--- src/rtl/phml_pkg.sv ---
// ----------------------------------------------------------------------------
// phml_pkg
// Shared widths, register indexes and the configuration bundle of the
// heading PID motor loop.
// ----------------------------------------------------------------------------
package phml_pkg;

  localparam int ANGLE_W    = 32;
  localparam int GAIN_W     = 24;
  localparam int VEL_W      = 7;
  localparam int TOL_W      = 16;
  localparam int ERR_W      = ANGLE_W + 1;
  localparam int DERIV_W    = ERR_W + 1;
  localparam int DRIVE_W    = 8;
  localparam int SUM_W      = 64;
  localparam int P_W        = GAIN_W + ERR_W;
  localparam int D_W        = GAIN_W + DERIV_W;
  localparam int CFG_IDX_W  = 3;
  localparam int CFG_DATA_W = 32;

  // Integral product is split into a low and a high partial product
  localparam int SPLIT_W    = 32;

  // Defaults for the top level parameters
  localparam int ANGLE_FRAC_BITS_DEF = 8;
  localparam int GAIN_FRAC_BITS_DEF  = 16;
  localparam int INTEGRAL_WIDTH_DEF  = 48;

  // Integral clear window, whole degrees
  localparam int CLEAR_LOW_DEG  = 10;
  localparam int CLEAR_HIGH_DEG = 180;

  // Integral term saturates at +-2^62
  localparam int SAT_TERM_LOG2 = 62;

  localparam logic [VEL_W-1:0] MAX_VEL_RESET = 7'd127;

  typedef enum logic [CFG_IDX_W-1:0] {
    REG_TARGET  = 3'd0,
    REG_GAIN_P  = 3'd1,
    REG_GAIN_I  = 3'd2,
    REG_GAIN_D  = 3'd3,
    REG_MAX_VEL = 3'd4,
    REG_TOL     = 3'd5,
    REG_ENABLE  = 3'd6
  } reg_idx_t;

  typedef struct packed {
    logic signed [ANGLE_W-1:0] target_angle;
    logic signed [GAIN_W-1:0]  gain_p;
    logic signed [GAIN_W-1:0]  gain_i;
    logic signed [GAIN_W-1:0]  gain_d;
    logic [VEL_W-1:0]          max_velocity;
    logic [TOL_W-1:0]          tolerance;
    logic                      loop_enable;
  } cfg_t;

endpackage

--- src/rtl/phml_cfg.sv ---
// ----------------------------------------------------------------------------
// phml_cfg
// Configuration register file; one register written per transaction.
// ----------------------------------------------------------------------------
module phml_cfg import phml_pkg::*; (
  input  logic                  clk,
  input  logic                  rst,
  input  logic                  cfg_valid,
  output logic                  cfg_ready,
  input  logic [CFG_IDX_W-1:0]  cfg_index,
  input  logic [CFG_DATA_W-1:0] cfg_data,
  output cfg_t                  cfg
);

  assign cfg_ready = 1'b1;

  always_ff @(posedge clk) begin
    if (rst) begin
      cfg.target_angle <= '0;
      cfg.gain_p       <= '0;
      cfg.gain_i       <= '0;
      cfg.gain_d       <= '0;
      cfg.max_velocity <= MAX_VEL_RESET;
      cfg.tolerance    <= '0;
      cfg.loop_enable  <= 1'b0;
    end else if (cfg_valid && cfg_ready) begin
      case (reg_idx_t'(cfg_index))
        REG_TARGET:  cfg.target_angle <= $signed(cfg_data[ANGLE_W-1:0]);
        REG_GAIN_P:  cfg.gain_p       <= $signed(cfg_data[GAIN_W-1:0]);
        REG_GAIN_I:  cfg.gain_i       <= $signed(cfg_data[GAIN_W-1:0]);
        REG_GAIN_D:  cfg.gain_d       <= $signed(cfg_data[GAIN_W-1:0]);
        REG_MAX_VEL: cfg.max_velocity <= cfg_data[VEL_W-1:0];
        REG_TOL:     cfg.tolerance    <= cfg_data[TOL_W-1:0];
        REG_ENABLE:  cfg.loop_enable  <= cfg_data[0];
        default: ;
      endcase
    end
  end

endmodule

--- config.mk ---
export PLATFORM = sky130hd
export DESIGN_NAME = phml_cfg
export DESIGN_NICKNAME = d
export VERILOG_FILES = /design/src/rtl/phml_pkg.sv /design/src/rtl/phml_cfg.sv
export SDC_FILE = /design/constraint.sdc
export NUM_CORES = 1
export LEC_CHECK = 0
export ABC_AREA = 0
export BUFFER_PORTS_ARGS = -buffer_cell sky130_fd_sc_hd__buf_2
export CAP_MARGIN = 40
export CORE_MARGIN = 10
export CORE_UTILIZATION = 28
export DETAILED_ROUTE_END_ITERATION = 10
export SLEW_MARGIN = 30
export SYNTH_ARGS = -nofsm -noshare
export SYNTH_HDL_FRONTEND = slang
export SYNTH_SLANG_ARGS = --single-unit
--- constraint.sdc ---
create_clock -name clk -period 3.3 [get_ports clk]
set_clock_uncertainty 0.1 [all_clocks]
set_input_delay 0.66 -clock clk [delete_from_list [all_inputs] [get_ports clk]]
set_output_delay 0.66 -clock clk [all_outputs]
set_load 0.03 [all_outputs]
==> results.toml <==
[outcome]
outcome = "finished, final reports clean"

[clock_network]
cts_resized = 0
hold_buffers = 0
cts_tree = "yes"
clkSinkCount = 128
clock_path_buffers = 2
postCtsSetupBuffers = 0
htreeDepth = 4
numCtsBuffers = 17
clock_latency_ns = 0.41
cts_root_buf = "clkbuf_16"
clkSlewWorstSetupHoldPaths_ns = 0.06

[global_routing]
grt_pass1_vias = 4057
grt.overflow.total = 0
grt_use_total_pct = 11.9
antenna_found_initial = 0
grt_max_degree = 75
grt_first_pass_wirelength_um = 22600

[placed_design]
numPortBuffers = 165
gp_congestion = 0.745
place_hpwl_um = 10400
place_area_mm2 = 0.00615

[power]
vdd_drop_max_mv = 0.345
power_density_mw_per_mm2 = 556
power.static_leakage_nw = 3.39

[die]
num_rows = 49
die_x_um = 156
core_mm2 = 0.0180
die_h_um = 156
initial_core_util_pct = 28.5
io_pins = 167
die_area_mm2 = 0.0242

[setup_path]
worstPathArrival_ns = 0.99
timing.rr.start = "cfg[118]"
critPathTopFamily = "flip-flops"
required_ns = 2.54
crit_fanout = 2
worst_path_max_delay_cell = "dfxtp_1"
crit_buf_inv = 1
path_depth = 1
start_kind = "register"
path_cells = "buf_2"
cpPeakStageDelay_ns = 0.36
endpoint_kind = "output port"
crit_type = "register to output port"
rr_worst_depth = 2
startpoint = "cfg[63]"

[synthesis]
synth_flop_cell = "dfxtp_1"
synth_cell_types = 14
yosysTopAreaCell = "dfxtp_1"
synth_cells = 468
synth_most_common_cell = "nand2b_1"
ys_ff_latch = 128
yosys_warnings = 0
synth_top_cell_area_share_pct = 49.8
syn-mean-instance-area_um2 = 11.0
synth_area_mm2 = 0.00514
synth_common_cells = "nand2b_1 (153), dfxtp_1 (128), mux2i_1 (128)"
syn_nets = 506
synth_edf_count = 0
async_flop_share_pct = 0
seq_area_frac_synth_pct = 49.8
netlist_top_cells_area = "dfxtp_1 (50%), mux2i_1 (25%), nand2b_1 (19%)"

[sta]
slew_violations = 0
max_freq_ghz = 0.572
setup_tns_ns = 0
post-route-period-util_pct = 52.9
relSlewSlack_pct = 65.2
min_period_ns = 1.75
final_hold_viol_count = 0
rsz0062_at_grt = "false"
worst_pin_slew_ns = 0.522
setup_violations = 0

[detailed_routing]
drt-initial-drc-count = 161
wire_per_inst_um = 16.6
postRouteAntennaNets = 0
vias_per_cell = 4.32
wl_um = 14400
first_pass_iters = 4
vias = 3743
drc = 0

[cells_and_area]
largestRegisters = "cfg (128)"
design_area_mm2 = 0.00673
fin_nets = 662
largest-register = "cfg"
diodes = 0
drive_gt1_share_pct = 32.2
largest_reg_flops = 128
area_growth_pct = 31.0
final_core_util_pct = 37.4

[min_path]
min_from = "cfg[97]"
holdCritPathClass = "register to register"
whs_path_depth = 2

[run]
max-cap-violations = 0
==> per-layer routing <==
| metal | part of all wire [%] | GRT usage, % | up-vias | routed length (um) |
|---|---|---|---|---|
| li1 | - | - | 1855 | - |
| met1 | 43 | 13.7 | 1771 | 6200 |
| met2 | 48 | 19.4 | 106 | 6980 |
| met3 | 7.3 | 4.69 | 11 | 1050 |
| met4 | 1.2 | 4.41 | 0 | 176 |
| met5 | 0 | 0 | - | 0 |
==> tightest hold or removal path: cells and delay by family (launching register included) <==
family,cells,cell delay (ns)
mux,1,0.05
simple gates,1,0.06
flops,1,0.31
==> where the power goes <==
group	switching, mW	total (mW)	internal [mW]
logic	0.183	0.294	0.112
clock network	0.678	1.85	1.17
registers	0.0185	1.60	1.58
total	0.879	3.74	2.87
==> path summary, 6_finish.rpt <==
check	end	slack, ns
worst min-delay path	cfg[97]	0.37
worst max-delay path	cfg[63]	1.55
worst max register to register	cfg[118]	2.58
worst min register to register	cfg[97]	0.37
==> stage by stage <==
step                      total power [mW]  hold slack, ns  cells  worst slack [ns]
after floorplan                       1.83           0.496    468              1.63
final                                 3.74           0.370    866              1.55
after global placement                1.92           0.357    834              1.32
after detailed placement              1.93           0.363    834              1.23
after global routing                  3.89           0.393    866              1.51
after CTS                             3.81           0.372    866              1.51
==> kinds of logic after synthesis <==
kind of cell	Yosys count	share of synthesized area, %
other	1	0.0729
and+or+nand+nor	176	21.4
muxes	128	24.9
buffers and inverters	35	3.72
DFF	128	49.8
==> placed cells by master, fill, tap and decap left out, types with 4 or more instances in the layout <==
cell type  Yosys  layout
buf_4          8       7
clkbuf_1      18       4
clkbuf_16      0      17
nand2b_1     153     153
mux2i_1      128     128
buf_2          6     164
nor2_1        14      14
dfxtp_1      128     128
==> layout make-up <==
type	count	area, um^2
tap	229	287
sequential	128	2560
clock buffer	24	482
multi-input combinational	305	2400
clock inverter	8	105
timing repair buffer	172	893
fill	1796	11300
Power figures use the tool's default switching activity.
