File: config.mk
export PLATFORM = sky130hd
export DESIGN_NAME = phml_drive
export DESIGN_NICKNAME = d
export VERILOG_FILES = /design/src/rtl/phml_pkg.sv /design/src/rtl/phml_drive.sv
export SDC_FILE = /design/constraint.sdc
export NUM_CORES = 1
export LEC_CHECK = 0
export CAP_MARGIN = 20
export CORE_UTILIZATION = 30
export DETAILED_ROUTE_END_ITERATION = 8
export DONT_BUFFER_PORTS = 1
export PLACE_DENSITY = 0.51
export SYNTH_ARGS = -nofsm -noshare
export SYNTH_HDL_FRONTEND = slang
export SYNTH_SLANG_ARGS = --single-unit
File: constraint.sdc
create_clock -name clk -period 6.6 [get_ports clk]
set_input_delay 0.66 -clock clk [delete_from_list [all_inputs] [get_ports clk]]
set_output_delay 0.66 -clock clk [all_outputs]
set_load 0.1 [all_outputs]
File: src/rtl/phml_pkg.sv
// ----------------------------------------------------------------------------
// phml_pkg
// Shared widths, register indexes and the configuration bundle of the
// heading PID motor loop.
// ----------------------------------------------------------------------------
package phml_pkg;

  localparam int ANGLE_W    = 32;
  localparam int GAIN_W     = 24;
  localparam int VEL_W      = 7;
  localparam int TOL_W      = 16;
  localparam int ERR_W      = ANGLE_W + 1;
  localparam int DERIV_W    = ERR_W + 1;
  localparam int DRIVE_W    = 8;
  localparam int SUM_W      = 64;
  localparam int P_W        = GAIN_W + ERR_W;
  localparam int D_W        = GAIN_W + DERIV_W;
  localparam int CFG_IDX_W  = 3;
  localparam int CFG_DATA_W = 32;

  // Integral product is split into a low and a high partial product
  localparam int SPLIT_W    = 32;

  // Defaults for the top level parameters
  localparam int ANGLE_FRAC_BITS_DEF = 8;
  localparam int GAIN_FRAC_BITS_DEF  = 16;
  localparam int INTEGRAL_WIDTH_DEF  = 48;

  // Integral clear window, whole degrees
  localparam int CLEAR_LOW_DEG  = 10;
  localparam int CLEAR_HIGH_DEG = 180;

  // Integral term saturates at +-2^62
  localparam int SAT_TERM_LOG2 = 62;

  localparam logic [VEL_W-1:0] MAX_VEL_RESET = 7'd127;

  typedef enum logic [CFG_IDX_W-1:0] {
    REG_TARGET  = 3'd0,
    REG_GAIN_P  = 3'd1,
    REG_GAIN_I  = 3'd2,
    REG_GAIN_D  = 3'd3,
    REG_MAX_VEL = 3'd4,
    REG_TOL     = 3'd5,
    REG_ENABLE  = 3'd6
  } reg_idx_t;

  typedef struct packed {
    logic signed [ANGLE_W-1:0] target_angle;
    logic signed [GAIN_W-1:0]  gain_p;
    logic signed [GAIN_W-1:0]  gain_i;
    logic signed [GAIN_W-1:0]  gain_d;
    logic [VEL_W-1:0]          max_velocity;
    logic [TOL_W-1:0]          tolerance;
    logic                      loop_enable;
  } cfg_t;

endpackage

File: src/rtl/phml_drive.sv
// ----------------------------------------------------------------------------
// phml_drive
// Term sum, truncation toward zero to whole units, velocity clamp and the
// output register.
// ----------------------------------------------------------------------------
module phml_drive import phml_pkg::*; #(
  parameter int ANGLE_FRAC_BITS = ANGLE_FRAC_BITS_DEF,
  parameter int GAIN_FRAC_BITS  = GAIN_FRAC_BITS_DEF
) (
  input  logic                      clk,
  input  logic                      rst,
  input  cfg_t                      cfg,
  input  logic                      s3_valid,
  output logic                      s3_ready,
  input  logic signed [P_W-1:0]     s3_p,
  input  logic signed [D_W-1:0]     s3_d,
  input  logic signed [SUM_W-1:0]   s3_i,
  input  logic                      s3_inside,
  output logic                      out_valid,
  input  logic                      out_stall,
  output logic signed [DRIVE_W-1:0] drive_command,
  output logic                      at_target
);

  localparam int SH  = ANGLE_FRAC_BITS + GAIN_FRAC_BITS;
  localparam int Q_W = SUM_W - SH;

  logic                     v4;
  logic                     ready4;
  logic                     ready5;
  logic signed [SUM_W-1:0]  sum_next;
  logic signed [SUM_W-1:0]  sum;
  logic                     inside4;
  logic signed [Q_W-1:0]    q_floor;
  logic signed [Q_W-1:0]    q;
  logic                     frac_nz;
  logic signed [Q_W-1:0]    vmax;
  logic signed [Q_W-1:0]    vmin;
  logic signed [DRIVE_W-1:0] drive_next;

  assign ready5   = !out_valid || !out_stall;
  assign ready4   = !v4 || ready5;
  assign s3_ready = ready4;

  assign sum_next = $signed({{(SUM_W-P_W){s3_p[P_W-1]}}, s3_p})
                  + $signed({{(SUM_W-D_W){s3_d[D_W-1]}}, s3_d})
                  + s3_i;

  always_ff @(posedge clk) begin
    if (rst) begin
      v4 <= 1'b0;
    end else if (ready4) begin
      v4 <= s3_valid;
    end
  end

  always_ff @(posedge clk) begin
    if (ready4 && s3_valid) begin
      sum     <= sum_next;
      inside4 <= s3_inside;
    end
  end

  // Shift floors; a negative sum with dropped fraction bits steps back up
  assign q_floor = sum[SUM_W-1:SH];
  assign frac_nz = |sum[SH-1:0];
  assign q       = q_floor + $signed(Q_W'(sum[SUM_W-1] && frac_nz));

  assign vmax = $signed(Q_W'(cfg.max_velocity));
  assign vmin = -vmax;

  always_comb begin
    if (q > vmax) begin
      drive_next = vmax[DRIVE_W-1:0];
    end else if (q < vmin) begin
      drive_next = vmin[DRIVE_W-1:0];
    end else begin
      drive_next = q[DRIVE_W-1:0];
    end
  end

  always_ff @(posedge clk) begin
    if (rst) begin
      out_valid <= 1'b0;
    end else if (ready5) begin
      out_valid <= v4;
    end
  end

  always_ff @(posedge clk) begin
    if (ready5 && v4) begin
      drive_command <= drive_next;
      at_target     <= inside4;
    end
  end

endmodule

==> reports/qor.yml <==
cellLeakagePower_nw: 4.14
via_per_inst: 5.18
r2r_cells: 19
design_area_mm2: 0.0106
synth-seq-cells: 76
grt_pass1_vias: 7415
overflow: 0
holdPathStages: 1
r2r_end: "drive_command[3]"
fmaxAchievable_ghz: 0.192
cp.arrival_ns: 5.28
cts-resized-gates: 0
setup_violations: 0
start_kind: "flip-flop"
synth_nets: 1560
synth_most_common_cell: "ha_1"
irDropWorstVdd_v: 0.000120
dpl.hpwl_um: 19500
fin_skew_ns: 0.00804
drc: 0
post_cts_buffers: 0
hold_path_class: "in2reg"
endpoint_kind: "flip-flop"
clock_path_buffers: 2
syn_avg_cell_area_um2: 9.22
track_usage: 0.138
synth_cell_types: 68
total_power_mw: 2.70
slew_violations: 0
ys.flop_type: "edfxtp_1"
die_width_um: 183
synth_cells: 1071
cp-startpoint: "sum[1]"
port_buffers: 0
hold_ws_ns: 0.373
crit_path_top_delay_cell: "or4b_2"
hold_path_end: "v4"
grt_first_pass_wirelength_um: 37400
cts_tree: "done"
drv_cap: 0
root_buffer: "clkbuf_16"
synth_edf_count: 74
numCtsBuffers: 9
initial_core_util: 0.304
antenna_found_initial: 0
fin_setup_tns_ns: 0
synth_area_mm2: 0.00987
setup_slack_ns: 1.40
cp_slowest_stage_delay_ns: 0.70
critPathMostFrequentCell: "ha_1"
max_slew_margin: 0.283
hold_viol: 0
n_antenna_cell: 0
yosysWarnings: 0
netlist_top_cells_count: "113 x ha_1, 103 x a21oi_1, 81 x nand2_1, 74 x edfxtp_1, 66 x xnor2_1"
timing.rr.start: "sum[1]"
crit_path_max_fanout: 10
reg2reg_slack_ns: 1.40
synth.top_cells.by_area: "edfxtp_1 23%, ha_1 14%, fa_1 13%, xnor2_1 5.9%, a21oi_1 5.2%"
powerDensity_mw_per_mm2: 255
rows: 66
status: "completed"
ios: 323
grt_start_max_net_pins: 66
cp.required_ns: 6.68
dr.pass1.iters: 5
rsz0062_at_grt: "no"
synth-seq-area-share: 0.229
htree_levels: 3
hold_buffers: 0
synth_top_area_cell: "edfxtp_1"
worst_hold_startpoint: "rst"
layout.nets: 1541
tightest_slew_ns: 1.07
place_area_mm2: 0.0103
place_ws_ns: 1.38
n_fill_cell: 3437
critPathKind: "reg2reg"
insertion_delay_ns: 0.35
ant_nets: 0
gp_congestion: 0.821
async_flop_share: 0
drtIter0Drc: 296
vias: 7771
clk_pin_slew_worst_paths_ns: 0.06
layout-drive-gt1-share: 0.0397
die-area_mm2: 0.0336
cts_sinks: 76
die_height_um: 183
min_period_over_period: 0.789
design.core.area_mm2: 0.0325
cp_cell_sequence: "nor4_1, nand4_1, o21a_1, ha_1, ha_1, nand4_1, nor4_4, buf_4, a21boi_0, nand2b_1, ha_1, nand2_1, nor2_1, a211oi_1, o21ai_0, or4b_2, a21oi_1, mux2i_1, a22oi_2"
yosys.area.top_type_share: 0.225
routedWlPerCell_um: 15.5
min_period_ns: 5.20
drt-total-wl_um: 23200
syn2layout_area_growth_pct: 7.20
## area by class of cell
type                    instances  area [µm²]  share of cell area
inverters                      40         150              0.0142
well taps                     442         553              0.0523
clock inverters                 6        48.8             0.00461
flip-flops and latches         76        2260               0.214
clock buffers                  10         229              0.0216
repair buffers                  2        15.0             0.00142
multi-input cells             923        7320               0.692
## placed cells by master (no fill, tap or decap), drive strengths merged, types with 4 or more instances in the layout
cell type and n:
a2111oi 4, a211oi 5, a21boi 7, a21o 40, a21oi 103, a31oi 11, and2 11, and3 11
and4 4, clkbuf 10, edfxtp 74, fa 64, ha 113, inv 42, mux2 6, mux2i 7
nand2 82, nand2b 10, nand3 41, nand4 41, nor2 62, nor2b 12, nor3 23, nor4 16
o211ai 8, o21a 10, o21ai 55, o21bai 13, o22ai 5, o311ai 4, o31ai 6, or2 5
or3 4, xnor2 66, xor2 38
## stage by stage
step	std cells	util
2_1_floorplan	1071	-
3_3_place_gp	1483	0.317
3_5_place_dp	1483	0.317
4_1_cts	1499	0.326
5_1_grt	1499	0.326
6_report	1499	0.326
## sequential cells by signal, indices dropped and copies added (netlist names)
| register | count |
|---|---|
| at_target | 1 |
| drive_command | 8 |
| inside4 | 1 |
| out_valid | 1 |
| sum | 64 |
| v4 | 1 |
## worst max path at each step
| stage | slack [ns] | depth (start not counted) | to |
|---|---|---|---|
| 3_5_place_dp | 1.38 | 19 | drive_command[3] |
| 5_1_grt | 1.03 | 18 | drive_command[3] |
| 6_report | 1.40 | 19 | drive_command[3] |
| 4_1_cts | 1.36 | 19 | drive_command[3] |
| 2_1_floorplan | 2.24 | 19 | drive_command[4] |
| 3_3_place_gp | 1.40 | 19 | drive_command[3] |
## layer usage
| layer | share of wire | GRT usage |
|---|---|---|
| met5 | 0 | 0 |
| met4 | 0.011 | 0.0320 |
| met3 | 0.040 | 0.0226 |
| met2 | 0.44 | 0.209 |
| met1 | 0.51 | 0.202 |
## cell families (layout without fill, tap and decap cells)
family          after synthesis  in the layout  share of synthesized area
compound gates              293            293                      0.186
xor+xnor                    104            104                     0.0923
fa+ha+maj                   177            177                      0.273
buf+inv                      72             58                     0.0290
flops                        76             76                      0.229
mux                          13             13                     0.0139
simple gates                336            336                      0.176
## report_power, final
group          internal (mW)  total (mW)  switching [mW]
Clock                  0.259       0.470           0.211
Sequential             0.722       0.893           0.171
Combinational          0.570        1.34           0.766
## worst max-delay path: cells and delay by family, from the launching register on
family                   cells  cell delay (ns)
AO/OA/AOI/OAI                6             1.34
adder cells (fa/ha/maj)      3             0.69
buffers and inverters        1             0.19
flip-flops                   1             0.37
multiplexers                 1             0.28
AND/OR/NAND/NOR              8             2.07
(Power assumes the default switching activity.)
