==> config.mk <==
export PLATFORM = sky130hd
export DESIGN_NAME = phml_front
export DESIGN_NICKNAME = d
export VERILOG_FILES = /design/src/rtl/phml_pkg.sv /design/src/rtl/phml_front.sv
export SDC_FILE = /design/constraint.sdc
export NUM_CORES = 1
export LEC_CHECK = 0
export BUFFER_PORTS_ARGS = -buffer_cell sky130_fd_sc_hd__clkbuf_2
export CORE_ASPECT_RATIO = 1.2
export CORE_MARGIN = 5
export CORE_UTILIZATION = 50
export DETAILED_ROUTE_END_ITERATION = 12
export PLACE_DENSITY = 0.78
export SKIP_LAST_GASP = 1
export SYNTH_ARGS = -nofsm -noshare
export SYNTH_HDL_FRONTEND = slang
export SYNTH_SLANG_ARGS = --single-unit
==> constraint.sdc <==
create_clock -name clk -period 12.85 [get_ports clk]
set_input_delay 0.6425 -clock clk [delete_from_list [all_inputs] [get_ports clk]]
set_output_delay 0.6425 -clock clk [all_outputs]
set_load 0.02 [all_outputs]
==> src/rtl/phml_pkg.sv <==
// ----------------------------------------------------------------------------
// phml_pkg
// Shared widths, register indexes and the configuration bundle of the
// heading PID motor loop.
// ----------------------------------------------------------------------------
package phml_pkg;

  localparam int ANGLE_W    = 32;
  localparam int GAIN_W     = 24;
  localparam int VEL_W      = 7;
  localparam int TOL_W      = 16;
  localparam int ERR_W      = ANGLE_W + 1;
  localparam int DERIV_W    = ERR_W + 1;
  localparam int DRIVE_W    = 8;
  localparam int SUM_W      = 64;
  localparam int P_W        = GAIN_W + ERR_W;
  localparam int D_W        = GAIN_W + DERIV_W;
  localparam int CFG_IDX_W  = 3;
  localparam int CFG_DATA_W = 32;

  // Integral product is split into a low and a high partial product
  localparam int SPLIT_W    = 32;

  // Defaults for the top level parameters
  localparam int ANGLE_FRAC_BITS_DEF = 8;
  localparam int GAIN_FRAC_BITS_DEF  = 16;
  localparam int INTEGRAL_WIDTH_DEF  = 48;

  // Integral clear window, whole degrees
  localparam int CLEAR_LOW_DEG  = 10;
  localparam int CLEAR_HIGH_DEG = 180;

  // Integral term saturates at +-2^62
  localparam int SAT_TERM_LOG2 = 62;

  localparam logic [VEL_W-1:0] MAX_VEL_RESET = 7'd127;

  typedef enum logic [CFG_IDX_W-1:0] {
    REG_TARGET  = 3'd0,
    REG_GAIN_P  = 3'd1,
    REG_GAIN_I  = 3'd2,
    REG_GAIN_D  = 3'd3,
    REG_MAX_VEL = 3'd4,
    REG_TOL     = 3'd5,
    REG_ENABLE  = 3'd6
  } reg_idx_t;

  typedef struct packed {
    logic signed [ANGLE_W-1:0] target_angle;
    logic signed [GAIN_W-1:0]  gain_p;
    logic signed [GAIN_W-1:0]  gain_i;
    logic signed [GAIN_W-1:0]  gain_d;
    logic [VEL_W-1:0]          max_velocity;
    logic [TOL_W-1:0]          tolerance;
    logic                      loop_enable;
  } cfg_t;

endpackage

==> src/rtl/phml_front.sv <==
// ----------------------------------------------------------------------------
// phml_front
// Input register and error stage: error, saturating integral with clear
// window, derivative and at-target band test. Holds the loop state.
// ----------------------------------------------------------------------------
module phml_front import phml_pkg::*; #(
  parameter int ANGLE_FRAC_BITS = ANGLE_FRAC_BITS_DEF,
  parameter int INTEGRAL_WIDTH  = INTEGRAL_WIDTH_DEF
) (
  input  logic                             clk,
  input  logic                             rst,
  input  cfg_t                             cfg,
  input  logic                             in_valid,
  output logic                             in_stall,
  input  logic signed [ANGLE_W-1:0]        measured_angle,
  output logic                             s1_valid,
  input  logic                             s1_ready,
  output logic signed [ERR_W-1:0]          s1_err,
  output logic signed [DERIV_W-1:0]        s1_deriv,
  output logic signed [INTEGRAL_WIDTH-1:0] s1_integral,
  output logic                             s1_inside
);

  localparam int W = INTEGRAL_WIDTH;
  localparam logic signed [W-1:0] IMAX = {1'b0, {(W-1){1'b1}}};
  localparam logic signed [W-1:0] IMIN = {1'b1, {(W-1){1'b0}}};
  localparam logic [ERR_W-1:0] CLR_LO = ERR_W'(CLEAR_LOW_DEG) << ANGLE_FRAC_BITS;
  localparam logic [ERR_W-1:0] CLR_HI = ERR_W'(CLEAR_HIGH_DEG) << ANGLE_FRAC_BITS;

  logic                       v0;
  logic signed [ANGLE_W-1:0]  angle;
  logic                       ready0;
  logic                       ready1;
  logic                       ld1;
  logic signed [ERR_W-1:0]    err;
  logic [ERR_W-1:0]           err_mag;
  logic [ERR_W-1:0]           band;
  logic signed [W:0]          isum;
  logic signed [W-1:0]        integ_sat;
  logic signed [W-1:0]        integral_next;
  logic                       clr;
  logic signed [W-1:0]        integral;
  logic signed [ERR_W-1:0]    prev_err;
  logic signed [DERIV_W-1:0]  deriv;
  logic signed [DERIV_W-1:0]  deriv_next;
  logic                       in_band;
  logic                       v1;

  assign ready1   = !v1 || s1_ready;
  assign ready0   = !v0 || ready1;
  assign in_stall = !ready0;
  assign ld1      = v0 && ready1;

  // Input register; a transaction while the loop is off is dropped
  always_ff @(posedge clk) begin
    if (rst) begin
      v0 <= 1'b0;
    end else if (ready0) begin
      v0 <= in_valid && cfg.loop_enable;
    end
  end

  always_ff @(posedge clk) begin
    if (ready0 && in_valid) begin
      angle <= measured_angle;
    end
  end

  assign err = $signed({cfg.target_angle[ANGLE_W-1], cfg.target_angle})
             - $signed({angle[ANGLE_W-1], angle});
  assign err_mag = err[ERR_W-1] ? ERR_W'(-err) : ERR_W'(err);

  assign isum = $signed({integral[W-1], integral})
              + $signed({{(W+1-ERR_W){err[ERR_W-1]}}, err});

  always_comb begin
    if (isum[W] != isum[W-1]) begin
      integ_sat = isum[W] ? IMIN : IMAX;
    end else begin
      integ_sat = isum[W-1:0];
    end
  end

  assign clr           = (err_mag < CLR_LO) || (err_mag > CLR_HI);
  assign integral_next = clr ? '0 : integ_sat;

  assign deriv_next = $signed({err[ERR_W-1], err})
                    - $signed({prev_err[ERR_W-1], prev_err});

  // angle inside target +- band is the same as |target - angle| < band
  assign band   = ERR_W'(cfg.tolerance) << ANGLE_FRAC_BITS;

  // Loop state; it also serves as the stage 1 payload since it only moves
  // together with the item that stands in stage 1.
  always_ff @(posedge clk) begin
    if (rst) begin
      integral <= '0;
      prev_err <= '0;
    end else if (ld1) begin
      integral <= integral_next;
      prev_err <= err;
    end
  end

  always_ff @(posedge clk) begin
    if (ld1) begin
      deriv   <= deriv_next;
      in_band <= err_mag < band;
    end
  end

  always_ff @(posedge clk) begin
    if (rst) begin
      v1 <= 1'b0;
    end else if (ready1) begin
      v1 <= v0;
    end
  end

  assign s1_valid    = v1;
  assign s1_err      = prev_err;
  assign s1_deriv    = deriv;
  assign s1_integral = integral;
  assign s1_inside   = in_band;

`ifndef SYNTHESIS
  a_clear_window: assert property (@(posedge clk) disable iff (rst)
    (ld1 && clr) |=> (integral == '0))
    else $error("integral not cleared inside clear window");

  a_no_wrap_pos: assert property (@(posedge clk) disable iff (rst)
    (ld1 && !integral[W-1] && !err[ERR_W-1]) |=> !integral[W-1])
    else $error("integral wrapped negative");

  a_no_wrap_neg: assert property (@(posedge clk) disable iff (rst)
    (ld1 && integral[W-1] && err[ERR_W-1]) |=> (integral[W-1] || integral == '0))
    else $error("integral wrapped positive");
`endif

endmodule

==> results of run 1 <==
==> layer usage <==
metal,track usage (%),vias to the layer above,routed length (µm)
met1,30.0,6156,16200
met4,11.8,0,1730
met3,4.31,101,2050
met2,45.9,421,19600
li1,-,6649,-
met5,0,-,0
==> placed cells by master, fill, tap and decap left out, types with 7 or more instances in the layout <==
cell | netlist | layout
xor2_1 | 28 | 27
nor2_1 | 145 | 143
o21ai_0 | 98 | 98
nand4_1 | 12 | 12
a21o_1 | 49 | 49
o21a_1 | 23 | 23
buf_4 | 1 | 22
nor3_1 | 81 | 81
or4b_1 | 7 | 7
or3_1 | 16 | 16
o211ai_1 | 11 | 11
clkbuf_2 | 0 | 202
a31oi_1 | 16 | 16
nor2b_1 | 20 | 20
dfxtp_1 | 83 | 83
a21oi_1 | 130 | 130
nand3_1 | 48 | 48
a211o_1 | 7 | 7
nand2b_1 | 18 | 18
nand2_1 | 224 | 223
o21ai_1 | 22 | 22
xnor2_1 | 60 | 60
edfxtp_1 | 67 | 67
and2_1 | 13 | 13
nor4_1 | 10 | 9
clkbuf_16 | 0 | 19
inv_1 | 134 | 134
o2111ai_1 | 8 | 8
o31ai_1 | 8 | 8
a211oi_1 | 29 | 29
ha_1 | 128 | 128
and3_1 | 21 | 21
o21bai_1 | 10 | 10
==> through the flow <==
step                area, µm²  hold slack (ns)  worst slack, ns
finish                  15400            0.366             5.26
global route            15400            0.354             4.49
CTS                     15400            0.354             5.27
detailed placement      14800            0.463             4.92
global placement        14800            0.453             4.95
floorplan               13500            0.464             6.33
==> sequential cells by signal (all words and copies together), names as in the netlist <==
register	count
s1_deriv	34
angle	32
s1_err	33
s1_inside	1
s1_valid	1
s1_integral	48
v0	1
==> cell families after synthesis <==
logic type / Yosys count
AO/OA/AOI/OAI: 497
XOR/XNOR: 91
adder cells (fa/ha/maj): 131
buffers and inverters: 214
flip-flops: 150
multiplexers: 6
AND/OR/NAND/NOR: 653
==> how the worst max path moves through the flow <==
stage	startpoint	endpoint	cells past startpoint
4_1_cts	angle[3]	s1_integral[13]	27
6_report	angle[3]	s1_integral[26]	27
3_3_place_gp	cfg[99]	s1_integral[26]	27
2_1_floorplan	cfg[99]	s1_integral[32]	29
3_5_place_dp	cfg[99]	s1_integral[17]	27
5_1_grt	angle[3]	s1_integral[26]	27
==> final cells by class <==
type	count	area, µm²
multi-input cells	1378	9000
clock buffers	21	503
clock inverters	11	105
repair buffers	224	1180
well taps	335	419
flip-flops and latches	150	3670
fillers	2413	11000
inverters	142	547
==> where the power goes <==
part	internal [µW]	total (µW)	switching, µW
logic	317	846	529
clock network	303	532	228
registers	539	548	8.91
total	1160	1930	766
==> metrics, run 1 <==
post-CTS sizing 0; critical path data arrival time 7.87 ns; total gr overflow 0; synthesized area per cell 7.74 µm²; most frequent cells after synthesis nand2_1 (224), nor2_1 (145), inv_1 (134), a21oi_1 (130), ha_1 (128); initial antenna violation count 0; First-pass DRT Iterations 6; HP Class primary input to flip-flop; final antenna-violating net count 0; Vias 13300; Post-Layout Cell Count 2261; leading area contributor after synthesis edfxtp_1; total power 1930 µW; R2R Path End s1_integral[26]; CP required 13.14 ns; Core Area 26400 µm²; Tightest Pin Transition 1.20 ns; PortBufs 202; chip height 190 µm; cts-stage hold buffer count 0; Final Setup Violations 0; HP Start measured_angle[23]; final core occ 58.3%; wire per inst 17.5 µm; mux share of post-synthesis cell area 0.445%; TNS Setup 0 ns; share of the synthesized area in the top cell type 14.9%; synth top area cells edfxtp_1 (15%), dfxtp_1 (12%), ha_1 (12%), nand2_1 (6.2%), a21oi_1 (4.8%); CTS Buf Count 17; Final Hold Viols 0; CTS tree done; ys flop type dfxtp_1; hold path endpoint angle[23]; # placed instances 2229; # nets final 2208; final setup skew 0.0153 ns; cells on worst reg2reg path 27; crit-path max FO 26; largest net degree at the start of global routing 67; Ys Warns 0; I/O pin cnt 282; cell mode on critical path a21o_1; Reg clk slew, reported paths 0.07 ns; buffers plus inverters on the worst setup path 5; Slew Limit Fails 0; Vias/cell 5.89; Slowest-stage cell, CP nor2_2; clock net sink count 150; Post-CTS Setup Inserts 0; Overall Global Routing Usage 25.6%; Peak VDD IR 0.0799 mV; xor/xnor cell area share of the yosys netlist 6.24%; sequential area share after synthesis 27.2%; WS Path Type flip-flop to flip-flop; Clock Latency Late Sink 0.45 ns; Die X 160 µm; asr flop ratio synth 0%; 1st-iter DRT viols 915; outcome complete, no violations; post-synthesis compound-gate area fraction 24.1%; post-layout min period 7.59 ns; antenna cells 0; Cells on Worst Hold Path 1; largest family of logic cells by synthesized area compound AO/OA/AOI/OAI gates; post-synthesis adder-cell area fraction 12.3%; Slew headroom 19.9%; row cnt 65; Synthesized Nets 2037; vias in the first global route 13100; number of synthesized register bits 150; Critical R2R Launch angle[3]; static leakage 0.00677 µW; CTS Buffer Depth 2; Crit path max-delay family compound AO/OA/AOI/OAI gates; root buf cell clkbuf_16; # H-tree levels 4; achievable clock frequency 0.132 GHz; Post-route DRC 0; simple-gate share of the synthesized area 23.4%; first-pass GRT wire length 64400 µm; Critical Path Source Type flip-flop; routability cong. 0.923; P&R area growth vs syn 14.3%; final wirelength 39600 µm; synthesized area 13500 µm²; RSZ-0062 raised after global routing false; Worst R2R Setup Slack 5.26 ns; most common cell in the netlist nand2_1; detailed placer's ending HPWL 30200 µm; number of synthesized flops with an enable pin 67; Post-Synthesis Cells 1742; ratio of cells with drive above 1 in the final layout 15.3%; PwrDens 125 nW/µm²; Initial Util 51.0%; nature of the critical path endpoint flip-flop; period utilization 59.0%; Cell variety after synth 95; Max Cap Viol 0; overall die area 30400 µm²; critical path's largest stage delay 0.88 ns
Note: power is estimated with default switching activity, not from simulation.
==> inputs of run 2 (changes only) <==
- PLACE_DENSITY: 0.78 -> 0.81
- clock period: 12.85 -> 6.4 ns (I/O delays scaled with it)
==> run 2 against run 1 <==
Compared with the run above: sequential power up 100%; die area stayed put; combinational power up 110%; maximum frequency increased by 26%.
==> metrics, run 2 (synthesized netlist as in run 1, its figures left out) <==
outcome complete, no violations (unchanged); most frequent cells in the layout nand2_1 (224), clkbuf_2 (202), nor2_1 (142), inv_1 (134), a21oi_1 (130) (was nand2_1 (223), clkbuf_2 (202), nor2_1 (143), inv_1 (134), a21oi_1 (130)); chip height 190 µm (unchanged); buffers plus inverters on the worst setup path 2 (was 5); critical path data arrival time 6.37 ns (was 7.87 ns); CTS Buffer Depth 2 (unchanged); HP Class primary input to flip-flop (unchanged); Post-route DRC 0 (unchanged); commonest non-fill, non-tap cell in the layout nand2_1 (unchanged); critical path's largest stage delay 0.45 ns (was 0.88 ns); PwrDens 249 nW/µm² (was 125 nW/µm²); CTS Buf Count 17 (unchanged); # placed instances 2277 (was 2229); Final Setup Violations 0 (unchanged); wire per inst 17.5 µm (about the same); P&R area growth vs syn 17.3% (was 14.3%); TNS Setup 0 ns (unchanged); First-pass DRT Iterations 7 (was 6); total gr overflow 0 (unchanged); final setup skew 0.0144 ns (was 0.0153 ns); RSZ-0062 raised after global routing false (unchanged); achievable clock frequency 0.167 GHz (was 0.132 GHz); antenna cells 0 (unchanged); Core Area 26400 µm² (unchanged); # nets final 2258 (was 2208); Reg clk slew, reported paths 0.07 ns (about the same); overall die area 30400 µm² (unchanged); CP required 6.77 ns (was 13.14 ns); Setup WS pre-CTS 0.147 ns (was 4.92 ns); PortBufs 202 (unchanged); Slew headroom 37.1% (was 19.9%); nature of the critical path endpoint flip-flop (unchanged); Peak VDD IR 0.187 mV (was 0.0799 mV); final antenna-violating net count 0 (unchanged); Initial Util 51.0% (unchanged); row cnt 65 (unchanged); ratio of cells with drive above 1 in the final layout 17.7% (was 15.3%); root buf cell clkbuf_16 (unchanged); Comb power frac 45.7% (was 43.9%); routability cong. 1.01 (was 0.923); final wirelength 40400 µm (was 39600 µm); largest net degree at the start of global routing 68 (was 67); Sw Share 40.0% (was 39.8%); # H-tree levels 4 (unchanged); vias in the first global route 13300 (was 13100); crit-path max FO 5 (was 26); WS Path Type flip-flop to flip-flop (unchanged); Slew Limit Fails 0 (unchanged); max reg flops 48 (unchanged); static leakage 0.00702 µW (was 0.00677 µW); Critical Path Source Type flip-flop (unchanged); Net Sw Power 1580 µW (was 766 µW); Post-Layout Cell Count 2311 (was 2261); period utilization 93.8% (was 59.0%); Vias/cell 5.90 (was 5.89); Overall Global Routing Usage 25.9% (was 25.6%); Crit path max-delay family compound AO/OA/AOI/OAI gates (unchanged); Die X 160 µm (unchanged); initial antenna violation count 0 (unchanged); final worst slack 0.399 ns (was 5.26 ns); Final Hold Viols 0 (unchanged); final core occ 59.9% (was 58.3%); Slowest-stage cell, CP or4b_1 (was nor2_2); sequential power share 28.0% (was 28.5%); CTS tree done (unchanged); 1st-iter DRT viols 934 (was 915); Max Cap Viol 0 (unchanged); post-layout min period 6.00 ns (was 7.59 ns); Vias 13600 (was 13300); Pint 2360 µW (was 1160 µW); detailed placer's ending HPWL 31300 µm (was 30200 µm); crit path cell chain inv_1 > ha_1 > nor2b_1 > o221a_2 > a211o_2 > a31o_1 > a41oi_1 > xor2_2 > inv_1 > ha_1 > nand2_1 > o21ai_0 > o41ai_2 > and2_1 > a31oi_1 > a31oi_1 > o21ba_2 > o31ai_1 > a211oi_1 > xnor2_1 > nor2_1 > or4b_1 > o21ai_1; power share of the clock group 26.3% (was 27.6%); total power 3940 µW (was 1930 µW); clock net sink count 150 (unchanged); Filler Cells Inserted 2404 (was 2413); first-pass GRT wire length 64900 µm (was 64400 µm); I/O pin cnt 282 (unchanged); cts-stage hold buffer count 0 (unchanged); Tightest Pin Transition 0.940 ns (was 1.20 ns); Clock Latency Late Sink 0.45 ns (about the same)
run 2: power by group through the flow:
stage	clock (µW)	sequential, µW	combinational [µW]
final	1040	1100	1800
after CTS	1050	1100	1760
after floorplan	0	1160	1200
after detailed placement	0	1120	1750
after global placement	0	1120	1710
after global routing	1090	1110	1980
run 2: path summary, 6_finish.rpt:
path | to | start | cells after the start | slack, ns
worst max-delay path | s1_integral[45] | angle[1] | 23 | 0.40
worst min-delay path | angle[23] | measured_angle[23] | 1 | 0.04
worst max register to register | s1_integral[45] | angle[1] | 23 | 0.40
worst min register to register | s1_integral[35] | s1_integral[35] | 2 | 0.47
run 2: cell type report:
type                    count  area [µm²]  share of cell area [%]
clock buffers              18         450                    2.85
clock inverters            14         138                   0.870
inverters                 142         547                    3.46
multi-input cells        1378        9030                    57.1
flip-flops and latches    150        3670                    23.2
well taps                 335         419                    2.65
repair buffers            274        1560                    9.89
run 2: through the flow:
step / hold slack [ns] / instance area (µm²)
6_report: 0.0418 / 15800
4_1_cts: 0.0343 / 15800
3_5_place_dp: 0.463 / 15200
2_1_floorplan: 0.419 / 13500
5_1_grt: 0.0363 / 15800
3_3_place_gp: 0.452 / 15200
run 2: worst reg2reg max path: stages (launching register included):
cell	delay, ns
edfxtp_1	0.43
inv_1	0.08
ha_1	0.22
nor2b_1	0.16
o221a_2	0.30
a211o_2	0.40
a31o_1	0.26
a41oi_1	0.35
xor2_2	0.38
inv_1	0.11
ha_1	0.39
nand2_1	0.08
o21ai_0	0.34
o41ai_2	0.15
and2_1	0.17
a31oi_1	0.30
a31oi_1	0.22
o21ba_2	0.28
o31ai_1	0.37
a211oi_1	0.15
xnor2_1	0.16
nor2_1	0.05
or4b_1	0.45
o21ai_1	0.13
run 2: what timing repair did:
item,CTS,global route
buffers inserted,0,2
endpoints found under the setup margin,0,47
resized for setup,0,9
run 2: per-layer routing:
| layer | track usage [%] | part of all wire [%] | vias to the layer above |
|---|---|---|---|
| li1 | - | - | 6733 |
| met1 | 30.3 | 40 | 6260 |
| met2 | 45.8 | 49 | 507 |
| met3 | 4.40 | 6.0 | 126 |
| met4 | 13.1 | 5.1 | 0 |
| met5 | 0 | 0 | - |
